--- src/rtl/nidma_pkg.sv ---
`timescale 1ns / 1ps
// ----------------------------------------------------------------------------
// nidma_pkg
// Shared types, codes and helpers of the network interface dma unit.
// ----------------------------------------------------------------------------
package nidma_pkg;

    localparam int unsigned WORD_W      = 32;
    localparam int unsigned WORD_BYTES  = 4;
    localparam int unsigned CMD_W       = 3;
    localparam int unsigned IN_TDATA_W  = 72;
    localparam int unsigned OUT_TDATA_W = 168;

    localparam logic [WORD_W-1:0] STAT_TX      = 32'd1;
    localparam logic [WORD_W-1:0] STAT_READING = 32'd4;
    localparam logic [WORD_W-1:0] STAT_DONE    = 32'd5;
    localparam logic [WORD_W-1:0] RX_SIZE_INIT = 32'h0000_00FF;

    typedef enum logic [CMD_W-1:0] {
        CMD_ADDR_WRITE   = 3'd0,
        CMD_ADDR_READ    = 3'd1,
        CMD_STATUS_WRITE = 3'd2,
        CMD_STATUS_READ  = 3'd3,
        CMD_ROUTER_FLOW  = 3'd4,
        CMD_TICK         = 3'd5,
        CMD_FLIT         = 3'd6
    } t_cmd;

    typedef enum logic [1:0] {
        MODE_IDLE = 2'd0,
        MODE_TX   = 2'd1,
        MODE_RX   = 2'd2,
        MODE_WAIT = 2'd3
    } t_mode;

    typedef enum logic [1:0] {
        FIELD_HEADER  = 2'd0,
        FIELD_SIZE    = 2'd1,
        FIELD_PAYLOAD = 2'd2
    } t_field;

    typedef struct packed {
        logic [CMD_W-1:0]  cmd;
        logic [WORD_W-1:0] wdata;
        logic              router_go;
        logic [WORD_W-1:0] mem_rdata;
    } t_item;

    typedef struct packed {
        logic [WORD_W-1:0] rdata;
        logic              flit_valid;
        logic [WORD_W-1:0] flit_data;
        logic              mem_write;
        logic [WORD_W-1:0] mem_address;
        logic [WORD_W-1:0] mem_data;
        logic [WORD_W-1:0] read_address;
        logic              ready_to_receive;
        logic              irq;
        logic              iterate_request;
        logic              error;
    } t_result;

    function automatic logic [WORD_W-1:0] swap32(input logic [WORD_W-1:0] x);
        swap32 = {x[7:0], x[15:8], x[23:16], x[31:24]};
    endfunction

    function automatic logic [WORD_W-1:0] mode_status(input t_mode m);
        mode_status = swap32({30'd0, m});
    endfunction

endpackage

--- src/rtl/noc_network_interface_dma_unit.sv ---
`timescale 1ns / 1ps
// ----------------------------------------------------------------------------
// noc_network_interface_dma_unit
// Network interface with dma between a processor bus and a mesh router.
// ----------------------------------------------------------------------------
//  port group  | dir | beat contents
//  s_axis      | in  | tuser: cmd; tdata: wdata, router_go, mem_rdata
//  m_axis      | out | tdata: one result per command beat
//
//  each beat waits in the input register, the engine handles it in one pass
//  of combinational logic and it lands in the output register at the next edge
//  from s_axis acceptance to m_axis valid a beat passes the input and output
//  registers in turn; one beat per cycle sustained while m_axis_tready is high
//  a stalled m_axis freezes the engine; s_axis still takes one beat into the
//  empty input register; synchronous active-low reset clears both valid flags
//  and, but for the receive remaining count, the engine state
// ----------------------------------------------------------------------------
module noc_network_interface_dma_unit (
    input  logic                                   i_clk,
    input  logic                                   i_rst_n,
    input  logic                                   s_axis_tvalid,
    output logic                                   s_axis_tready,
    // [31:0] wdata, [32] router_go, [64:33] mem_rdata, [71:65] unused
    input  logic [nidma_pkg::IN_TDATA_W-1:0]       s_axis_tdata,
    // [2:0] cmd
    input  logic [nidma_pkg::CMD_W-1:0]            s_axis_tuser,
    output logic                                   m_axis_tvalid,
    input  logic                                   m_axis_tready,
    // [31:0] rdata, [32] flit_valid, [64:33] flit_data, [65] mem_write,
    // [97:66] mem_address, [129:98] mem_data, [161:130] read_address,
    // [162] ready_to_receive, [163] irq, [164] iterate_request, [165] error,
    // [167:166] zero
    output logic [nidma_pkg::OUT_TDATA_W-1:0]      m_axis_tdata
);
    import nidma_pkg::*;

    logic    r_in_valid;
    t_item   r_in_item;
    logic    r_out_valid;
    t_result r_out_result;
    logic    w_advance;
    logic    w_fire;
    logic    w_take;
    t_result w_result;

    assign w_advance     = !r_out_valid || m_axis_tready;
    assign w_fire        = r_in_valid && w_advance;
    assign s_axis_tready = !r_in_valid || w_advance;
    assign w_take        = s_axis_tvalid && s_axis_tready;

    always_ff @(posedge i_clk) begin
        if (!i_rst_n) begin
            r_in_valid <= 1'b0;
        end else if (w_take) begin
            r_in_valid <= 1'b1;
        end else if (w_fire) begin
            r_in_valid <= 1'b0;
        end
    end

    always_ff @(posedge i_clk) begin
        if (w_take) begin
            r_in_item.cmd       <= s_axis_tuser;
            r_in_item.wdata     <= s_axis_tdata[31:0];
            r_in_item.router_go <= s_axis_tdata[32];
            r_in_item.mem_rdata <= s_axis_tdata[64:33];
        end
    end

    nidma_engine u_engine (
        .i_clk    (i_clk),
        .i_rst_n  (i_rst_n),
        .i_fire   (w_fire),
        .i_item   (r_in_item),
        .o_result (w_result)
    );

    always_ff @(posedge i_clk) begin
        if (!i_rst_n) begin
            r_out_valid <= 1'b0;
        end else if (w_advance) begin
            r_out_valid <= r_in_valid;
        end
    end

    always_ff @(posedge i_clk) begin
        if (w_fire) begin
            r_out_result <= w_result;
        end
    end

    assign m_axis_tvalid = r_out_valid;
    assign m_axis_tdata  = {2'b00,
                            r_out_result.error,
                            r_out_result.iterate_request,
                            r_out_result.irq,
                            r_out_result.ready_to_receive,
                            r_out_result.read_address,
                            r_out_result.mem_data,
                            r_out_result.mem_address,
                            r_out_result.mem_write,
                            r_out_result.flit_data,
                            r_out_result.flit_valid,
                            r_out_result.rdata};

endmodule

--- src/rtl/nidma_engine.sv ---
`timescale 1ns / 1ps
// ----------------------------------------------------------------------------
// nidma_engine
// Interface state and combinational command handling for one beat.
// ----------------------------------------------------------------------------
module nidma_engine (
    input  logic               i_clk,
    input  logic               i_rst_n,
    input  logic               i_fire,
    input  nidma_pkg::t_item   i_item,
    output nidma_pkg::t_result o_result
);
    import nidma_pkg::*;

    t_mode             r_mode, n_mode;
    logic              r_base_known, n_base_known;
    logic [WORD_W-1:0] r_receive_base, n_receive_base;
    logic [WORD_W-1:0] r_receive_pointer, n_receive_pointer;
    t_field            r_receive_field, n_receive_field;
    logic [WORD_W-1:0] r_receive_remaining, n_receive_remaining;
    logic [WORD_W-1:0] r_transmit_pointer, n_transmit_pointer;
    t_field            r_transmit_field, n_transmit_field;
    logic [WORD_W-1:0] r_transmit_remaining, n_transmit_remaining;
    logic [WORD_W-1:0] r_pending_address, n_pending_address;
    logic              r_router_ready, n_router_ready;
    logic              r_local_ready, n_local_ready;
    logic              r_interrupt_level, n_interrupt_level;
    logic [WORD_W-1:0] r_status_word, n_status_word;
    logic [WORD_W-1:0] r_address_word, n_address_word;

    logic [WORD_W-1:0] w_status_cmd;
    logic              w_tx_go;
    t_result           w_res;

    assign w_status_cmd = swap32(i_item.wdata);

    always_comb begin
        n_mode               = r_mode;
        n_base_known         = r_base_known;
        n_receive_base       = r_receive_base;
        n_receive_pointer    = r_receive_pointer;
        n_receive_field      = r_receive_field;
        n_receive_remaining  = r_receive_remaining;
        n_transmit_pointer   = r_transmit_pointer;
        n_transmit_field     = r_transmit_field;
        n_transmit_remaining = r_transmit_remaining;
        n_pending_address    = r_pending_address;
        n_router_ready       = r_router_ready;
        n_local_ready        = r_local_ready;
        n_interrupt_level    = r_interrupt_level;
        n_status_word        = r_status_word;
        n_address_word       = r_address_word;
        w_tx_go              = 1'b0;
        w_res                = '0;

        case (t_cmd'(i_item.cmd))
            CMD_ADDR_WRITE: begin
                if (!r_base_known) begin
                    n_receive_base = swap32(i_item.wdata);
                    n_base_known   = 1'b1;
                    n_mode         = MODE_IDLE;
                    n_status_word  = mode_status(MODE_IDLE);
                end else begin
                    n_pending_address = swap32(i_item.wdata);
                    n_local_ready     = 1'b0;
                end
                n_address_word = i_item.wdata;
            end
            CMD_ADDR_READ: begin
                w_res.rdata = r_address_word;
            end
            CMD_STATUS_WRITE: begin
                if (w_status_cmd == STAT_TX) begin
                    if (r_mode != MODE_IDLE) begin
                        w_res.error = 1'b1;
                    end else begin
                        n_mode             = MODE_TX;
                        n_local_ready      = 1'b0;
                        n_transmit_pointer = r_pending_address;
                        n_transmit_field   = FIELD_HEADER;
                        w_tx_go            = 1'b1;
                    end
                end else if (w_status_cmd == STAT_READING) begin
                    if (r_mode != MODE_RX) begin
                        w_res.error = 1'b1;
                    end else begin
                        n_mode            = MODE_WAIT;
                        n_local_ready     = 1'b0;
                        n_interrupt_level = 1'b0;
                    end
                end else if (w_status_cmd == STAT_DONE) begin
                    if (r_mode != MODE_WAIT) begin
                        w_res.error = 1'b1;
                    end else begin
                        n_mode        = MODE_IDLE;
                        n_local_ready = 1'b1;
                    end
                end
            end
            CMD_STATUS_READ: begin
                w_res.iterate_request = 1'b1;
                w_res.rdata           = r_status_word;
            end
            CMD_ROUTER_FLOW: begin
                n_router_ready = i_item.router_go;
            end
            CMD_TICK: begin
                w_tx_go = 1'b1;
            end
            CMD_FLIT: begin
                if (r_mode == MODE_IDLE) begin
                    n_mode              = MODE_RX;
                    n_status_word       = mode_status(MODE_RX);
                    n_receive_pointer   = r_receive_base;
                    n_receive_field     = FIELD_HEADER;
                    n_receive_remaining = RX_SIZE_INIT;
                    n_local_ready       = 1'b1;
                end
                if (n_mode == MODE_RX) begin
                    case (n_receive_field)
                        FIELD_HEADER: n_receive_field = FIELD_SIZE;
                        FIELD_SIZE: begin
                            n_receive_field     = FIELD_PAYLOAD;
                            n_receive_remaining = swap32(i_item.wdata);
                        end
                        default: n_receive_remaining = n_receive_remaining - 32'd1;
                    endcase
                    w_res.mem_write   = 1'b1;
                    w_res.mem_address = n_receive_pointer;
                    w_res.mem_data    = i_item.wdata;
                    n_receive_pointer = n_receive_pointer + WORD_W'(WORD_BYTES);
                end
                if (n_receive_remaining == '0) begin
                    n_local_ready     = 1'b0;
                    n_interrupt_level = 1'b1;
                end
            end
            default: begin
            end
        endcase

        // transmit one word on a tick or transmit start in tx mode when the router lets us
        if (w_tx_go && n_mode == MODE_TX && r_router_ready) begin
            w_res.flit_valid = 1'b1;
            w_res.flit_data  = i_item.mem_rdata;
            case (n_transmit_field)
                FIELD_HEADER: n_transmit_field = FIELD_SIZE;
                FIELD_SIZE: begin
                    n_transmit_field     = FIELD_PAYLOAD;
                    n_transmit_remaining = swap32(i_item.mem_rdata);
                end
                default: n_transmit_remaining = n_transmit_remaining - 32'd1;
            endcase
            n_transmit_pointer = n_transmit_pointer + WORD_W'(WORD_BYTES);
            if (n_transmit_field == FIELD_PAYLOAD && n_transmit_remaining == '0) begin
                n_mode        = MODE_IDLE;
                n_status_word = mode_status(MODE_IDLE);
                n_local_ready = 1'b1;
            end
        end

        if (t_cmd'(i_item.cmd) == CMD_STATUS_WRITE && !w_res.error) begin
            n_status_word = i_item.wdata;
        end

        w_res.read_address     = (n_mode == MODE_TX) ? n_transmit_pointer : n_pending_address;
        w_res.ready_to_receive = n_local_ready;
        w_res.irq              = n_interrupt_level;
    end

    assign o_result = w_res;

    always_ff @(posedge i_clk) begin
        if (!i_rst_n) begin
            r_mode               <= MODE_IDLE;
            r_base_known         <= 1'b0;
            r_receive_base       <= '0;
            r_receive_pointer    <= '0;
            r_receive_field      <= FIELD_HEADER;
            r_transmit_pointer   <= '0;
            r_transmit_field     <= FIELD_HEADER;
            r_transmit_remaining <= '0;
            r_pending_address    <= '0;
            r_router_ready       <= 1'b1;
            r_local_ready        <= 1'b0;
            r_interrupt_level    <= 1'b0;
            r_status_word        <= '0;
            r_address_word       <= '0;
        end else if (i_fire) begin
            r_mode               <= n_mode;
            r_base_known         <= n_base_known;
            r_receive_base       <= n_receive_base;
            r_receive_pointer    <= n_receive_pointer;
            r_receive_field      <= n_receive_field;
            r_transmit_pointer   <= n_transmit_pointer;
            r_transmit_field     <= n_transmit_field;
            r_transmit_remaining <= n_transmit_remaining;
            r_pending_address    <= n_pending_address;
            r_router_ready       <= n_router_ready;
            r_local_ready        <= n_local_ready;
            r_interrupt_level    <= n_interrupt_level;
            r_status_word        <= n_status_word;
            r_address_word       <= n_address_word;
        end
    end

    always_ff @(posedge i_clk) begin
        if (i_fire) begin
            r_receive_remaining <= n_receive_remaining;
        end
    end

    a_err_no_side_effect: assert property (@(posedge i_clk) disable iff (!i_rst_n)
        i_fire && w_res.error |-> !w_res.flit_valid && !w_res.mem_write && n_mode == r_mode)
        else $error("rejected command changed the interface");

    a_rx_pointer_step: assert property (@(posedge i_clk) disable iff (!i_rst_n)
        i_fire && w_res.mem_write
        |=> r_receive_pointer == $past(w_res.mem_address) + WORD_W'(WORD_BYTES))
        else $error("receive pointer did not advance by one word");

    a_irq_clear_by_status: assert property (@(posedge i_clk) disable iff (!i_rst_n)
        i_fire && r_interrupt_level && !n_interrupt_level
        |-> t_cmd'(i_item.cmd) == CMD_STATUS_WRITE && r_mode == MODE_RX)
        else $error("interrupt dropped without a reading command");

    a_base_sticky: assert property (@(posedge i_clk) disable iff (!i_rst_n)
        r_base_known |=> r_base_known)
        else $error("receive base lost");

endmodule
--- config.mk ---
export PLATFORM = sky130hd
export DESIGN_NAME = noc_network_interface_dma_unit
export DESIGN_NICKNAME = d
export VERILOG_FILES = /design/src/rtl/nidma_pkg.sv /design/src/rtl/noc_network_interface_dma_unit.sv /design/src/rtl/nidma_engine.sv
export SDC_FILE = /design/constraint.sdc
export NUM_CORES = 1
export LEC_CHECK = 0
export BUFFER_PORTS_ARGS = -buffer_cell sky130_fd_sc_hd__buf_2
export CAP_MARGIN = 25
export CELL_PAD_IN_SITES_DETAIL_PLACEMENT = 1
export CELL_PAD_IN_SITES_GLOBAL_PLACEMENT = 2
export CORE_UTILIZATION = 40
export DETAILED_ROUTE_END_ITERATION = 6
export PLACE_DENSITY_LB_ADDON = 0.2
export SLEW_MARGIN = 20
export SYNTH_ARGS = -nofsm -noshare
export SYNTH_HDL_FRONTEND = slang
export SYNTH_SLANG_ARGS = --single-unit
--- constraint.sdc ---
create_clock -name i_clk -period 13.3 [get_ports i_clk]
set_clock_uncertainty 0.15 [all_clocks]
set_input_delay 1.33 -clock i_clk [delete_from_list [all_inputs] [get_ports i_clk]]
set_output_delay 1.33 -clock i_clk [all_outputs]
set_load 0.01 [all_outputs]
==> impl_results.md <==
* Worst setup margin at 6690 ps
* Number of flops mapped to enable cells by yosys at 266
* Sequential area share after synthesis at 51.8%
* Leak Pwr at 9.57 nW
* Tcrit/Tclk final at 49.7%
* Design Power at 3.42 mW
* Setup_tns at 0 ps
* Number of global-route vias before repair at 21.8k
* Failing checks: DRC
* Htree depth at 2
* FF+latch count, synth at 502
* YS warnings at 0
* Commonest cells in the synthesized netlist: nand2_1 (389), edfxtp_1 (266), a21oi_1 (260)
* Cell area power density at 121 mW/mm²
* Asr flop ratio synth at 0%
* Layout area overhead at 14.9%
* Port Buffers at 239
* Distinct cells, synth at 85
* Worst EP required at 13590 ps
* Most numerous cell in the Yosys netlist: nand2_1
* Top cells by area, synth: edfxtp_1 (33%), dfxtp_1 (19%), nand2_1 (6.0%)
* Drt drc at 2
* Clock Sinks at 502
* Root buf cell: clkbuf_16
* Total GRT Usage at 27.0%
* DRT iter0 DRCs at 1409
* CTS Buffer Depth at 3
* Fmax at 151 MHz
* CP Max Fanout at 47
* Worst-path clk slew at 60 ps
* Cts repair resizes at 0
* Initial antenna violation count at 2
* CTS tree: built
* Cts hold-fix bufs at 0
* Status: complete, but fails checks
* Vias after detailed routing at 21.2k
* Synthesized cell area at 0.0245 mm²
* Final ANT Viol Nets at 0
* Num CTS Buffers at 56
* Core box area at 0.0605 mm²
* Die X at 250 µm
* Clock latency on the worst-skew pair at 620 ps
* Top FF cell, synth: edfxtp_1
* Count of final setup violators at 0
* VDD IR-drop max at 95.2 µV
* Grt ovf at 0
* Startpoint Class: flop
* Cells after Synth at 2586
* Pin count of the biggest net entering global routing at 84
* Drt wl/cell at 24.1 µm
* Final wirelength at 85500 µm
* Worst Path Arrival at 6900 ps
* Worst hold path class: flop to flop
* Fin. max-slew vios at 0
* Synth area leader: edfxtp_1
* Synth top area share at 32.5%
* Starting Density at 40.6%
* Share of cells above drive strength 1 at 15.6%
* Final Hold Vio Count at 0
* Cell row count at 90
* Post-route minimum period at 6610 ps
* Worst setup EP type: flop
* Placer Congestion at 0.856
* Buffer count from post-CTS setup fixing at 0
* CP Class: flop to flop
* Top Ports at 249
* RSZ-0062 raised after global routing: false
* Pre-CTS setup slack at 6820 ps
* Chip height at 250 µm
* Die area at 0.0623 mm²
* Pre-antenna DRT Iters at 7
* Maxcap violations at 0
* Layout Nets at 2809
* Routed vias/inst at 5.97
* Syn_area_per_cell at 9.49 µm²
* HPWL Detailed at 56100 µm
* First-pass GRT wire length at 132000 µm
* Worst slew margin at 31.2%
* Worst Tran Pin Value at 1030 ps
## report_power, final
| part | total [mW] | leakage [nW] | internal [mW] | switching, mW |
|---|---|---|---|---|
| clock network | 1.56 | 0.886 | 0.897 | 0.658 |
| registers | 1.70 | 4.38 | 1.67 | 0.0328 |
| logic | 0.165 | 4.30 | 0.0466 | 0.118 |
## critical path, cell delays in order, from the launching register on
cell and delay, ps:
edfxtp_1 660, or3b_2 550, nor3_1 320, nand4_1 180, buf_4 300, nand2_1 180, ha_1 160, buf_4 450
inv_1 520, o211a_1 330, or4_1 570, nor4_1 330, nand4_1 140, or4_1 700, nand3_2 630, a211oi_1 160
## layer usage
layer | vias up | share of wire, % | GRT usage [%] | wire [µm]
li1 | 9803 | - | - | -
met1 | 10700 | 44 | 35.7 | 37900
met2 | 551 | 48 | 45.9 | 41400
met3 | 145 | 4.3 | 3.15 | 3660
met4 | 0 | 2.9 | 8.71 | 2480
met5 | - | 0 | 0 | 0
## final timing paths
path	startpoint	slack (ps)	endpoint	cells after the start
setup / recovery	r_in_item[66]	6690	u_engine.r_status_word[17]	15
hold / removal	u_engine.r_address_word[5]	300	u_engine.r_address_word[5]	2
setup reg to reg	r_in_item[66]	6690	u_engine.r_status_word[17]	15
hold reg to reg	u_engine.r_address_word[5]	300	u_engine.r_address_word[5]	2
## per-stage QoR
step                instance area (µm²)  hold slack (ps)  instances  utilization [%]
floorplan                         24500              278       2587                -
global placement                  26300              288       3442             43.5
detailed placement                26300              298       3442             43.5
CTS                               28100              306       3548             46.5
global route                      28200              319       3550             46.6
finish                            28200              305       3551             46.6
## kinds of logic after synthesis
kind of cell,Yosys count,share of synthesized area (%)
AOI/OAI and AO/OA,651,17.1
xor gates and xnor gates,48,1.71
adders and majority gates,10,0.510
buffers and inverters,240,3.80
DFF,502,51.8
muxes,134,5.50
other,1,0.0153
and+or+nand+nor,1000,19.6
## layout by cell type (no fill, tap or decap), types with 20 or more instances in the layout
master and n:
a22oi_1 23, dfxtp_1 235, nand3_1 73, xor2_1 33
nand4_1 29, or4_1 25, o211ai_1 20, buf_4 53
and3_1 45, a31oi_1 24, nor3_1 51, a22o_1 43
clkbuf_16 58, buf_2 239, nor2_1 191, nor4_1 40
o21ai_0 92, a21oi_1 260, nand2_1 389, edfxtp_1 266
a211oi_1 72, and2_1 46, mux2i_1 128
## cell type report
class | instances | area (µm²)
Fill cell | 6774 | 32300
Sequential cell | 502 | 12700
Multi-Input combinational cell | 1845 | 10900
Timing Repair Buffer | 294 | 1640
Clock buffer | 81 | 1610
Tap cell | 782 | 978
Clock inverter | 25 | 216
Inverter | 21 | 91.3
Antenna cell | 1 | 2.50
## flip-flops by register name, summed over array words and instances, names as in the netlist
signal and count:
u_engine.r_local_ready 1, m_axis_tdata 166, r_in_item 68, u_engine.r_receive_base 32
u_engine.r_receive_pointer 32, u_engine.r_transmit_pointer 32, u_engine.r_status_word 32, u_engine.r_router_ready 1
u_engine.r_receive_field 2, u_engine.r_transmit_remaining 32, u_engine.r_transmit_field 2, u_engine.r_interrupt_level 1
u_engine.r_pending_address 32, u_engine.r_address_word 32, u_engine.r_mode 2, u_engine.r_receive_remaining 32
u_engine.r_base_known 1, m_axis_tvalid 1, r_in_valid 1
Power figures use the tool's default switching activity.
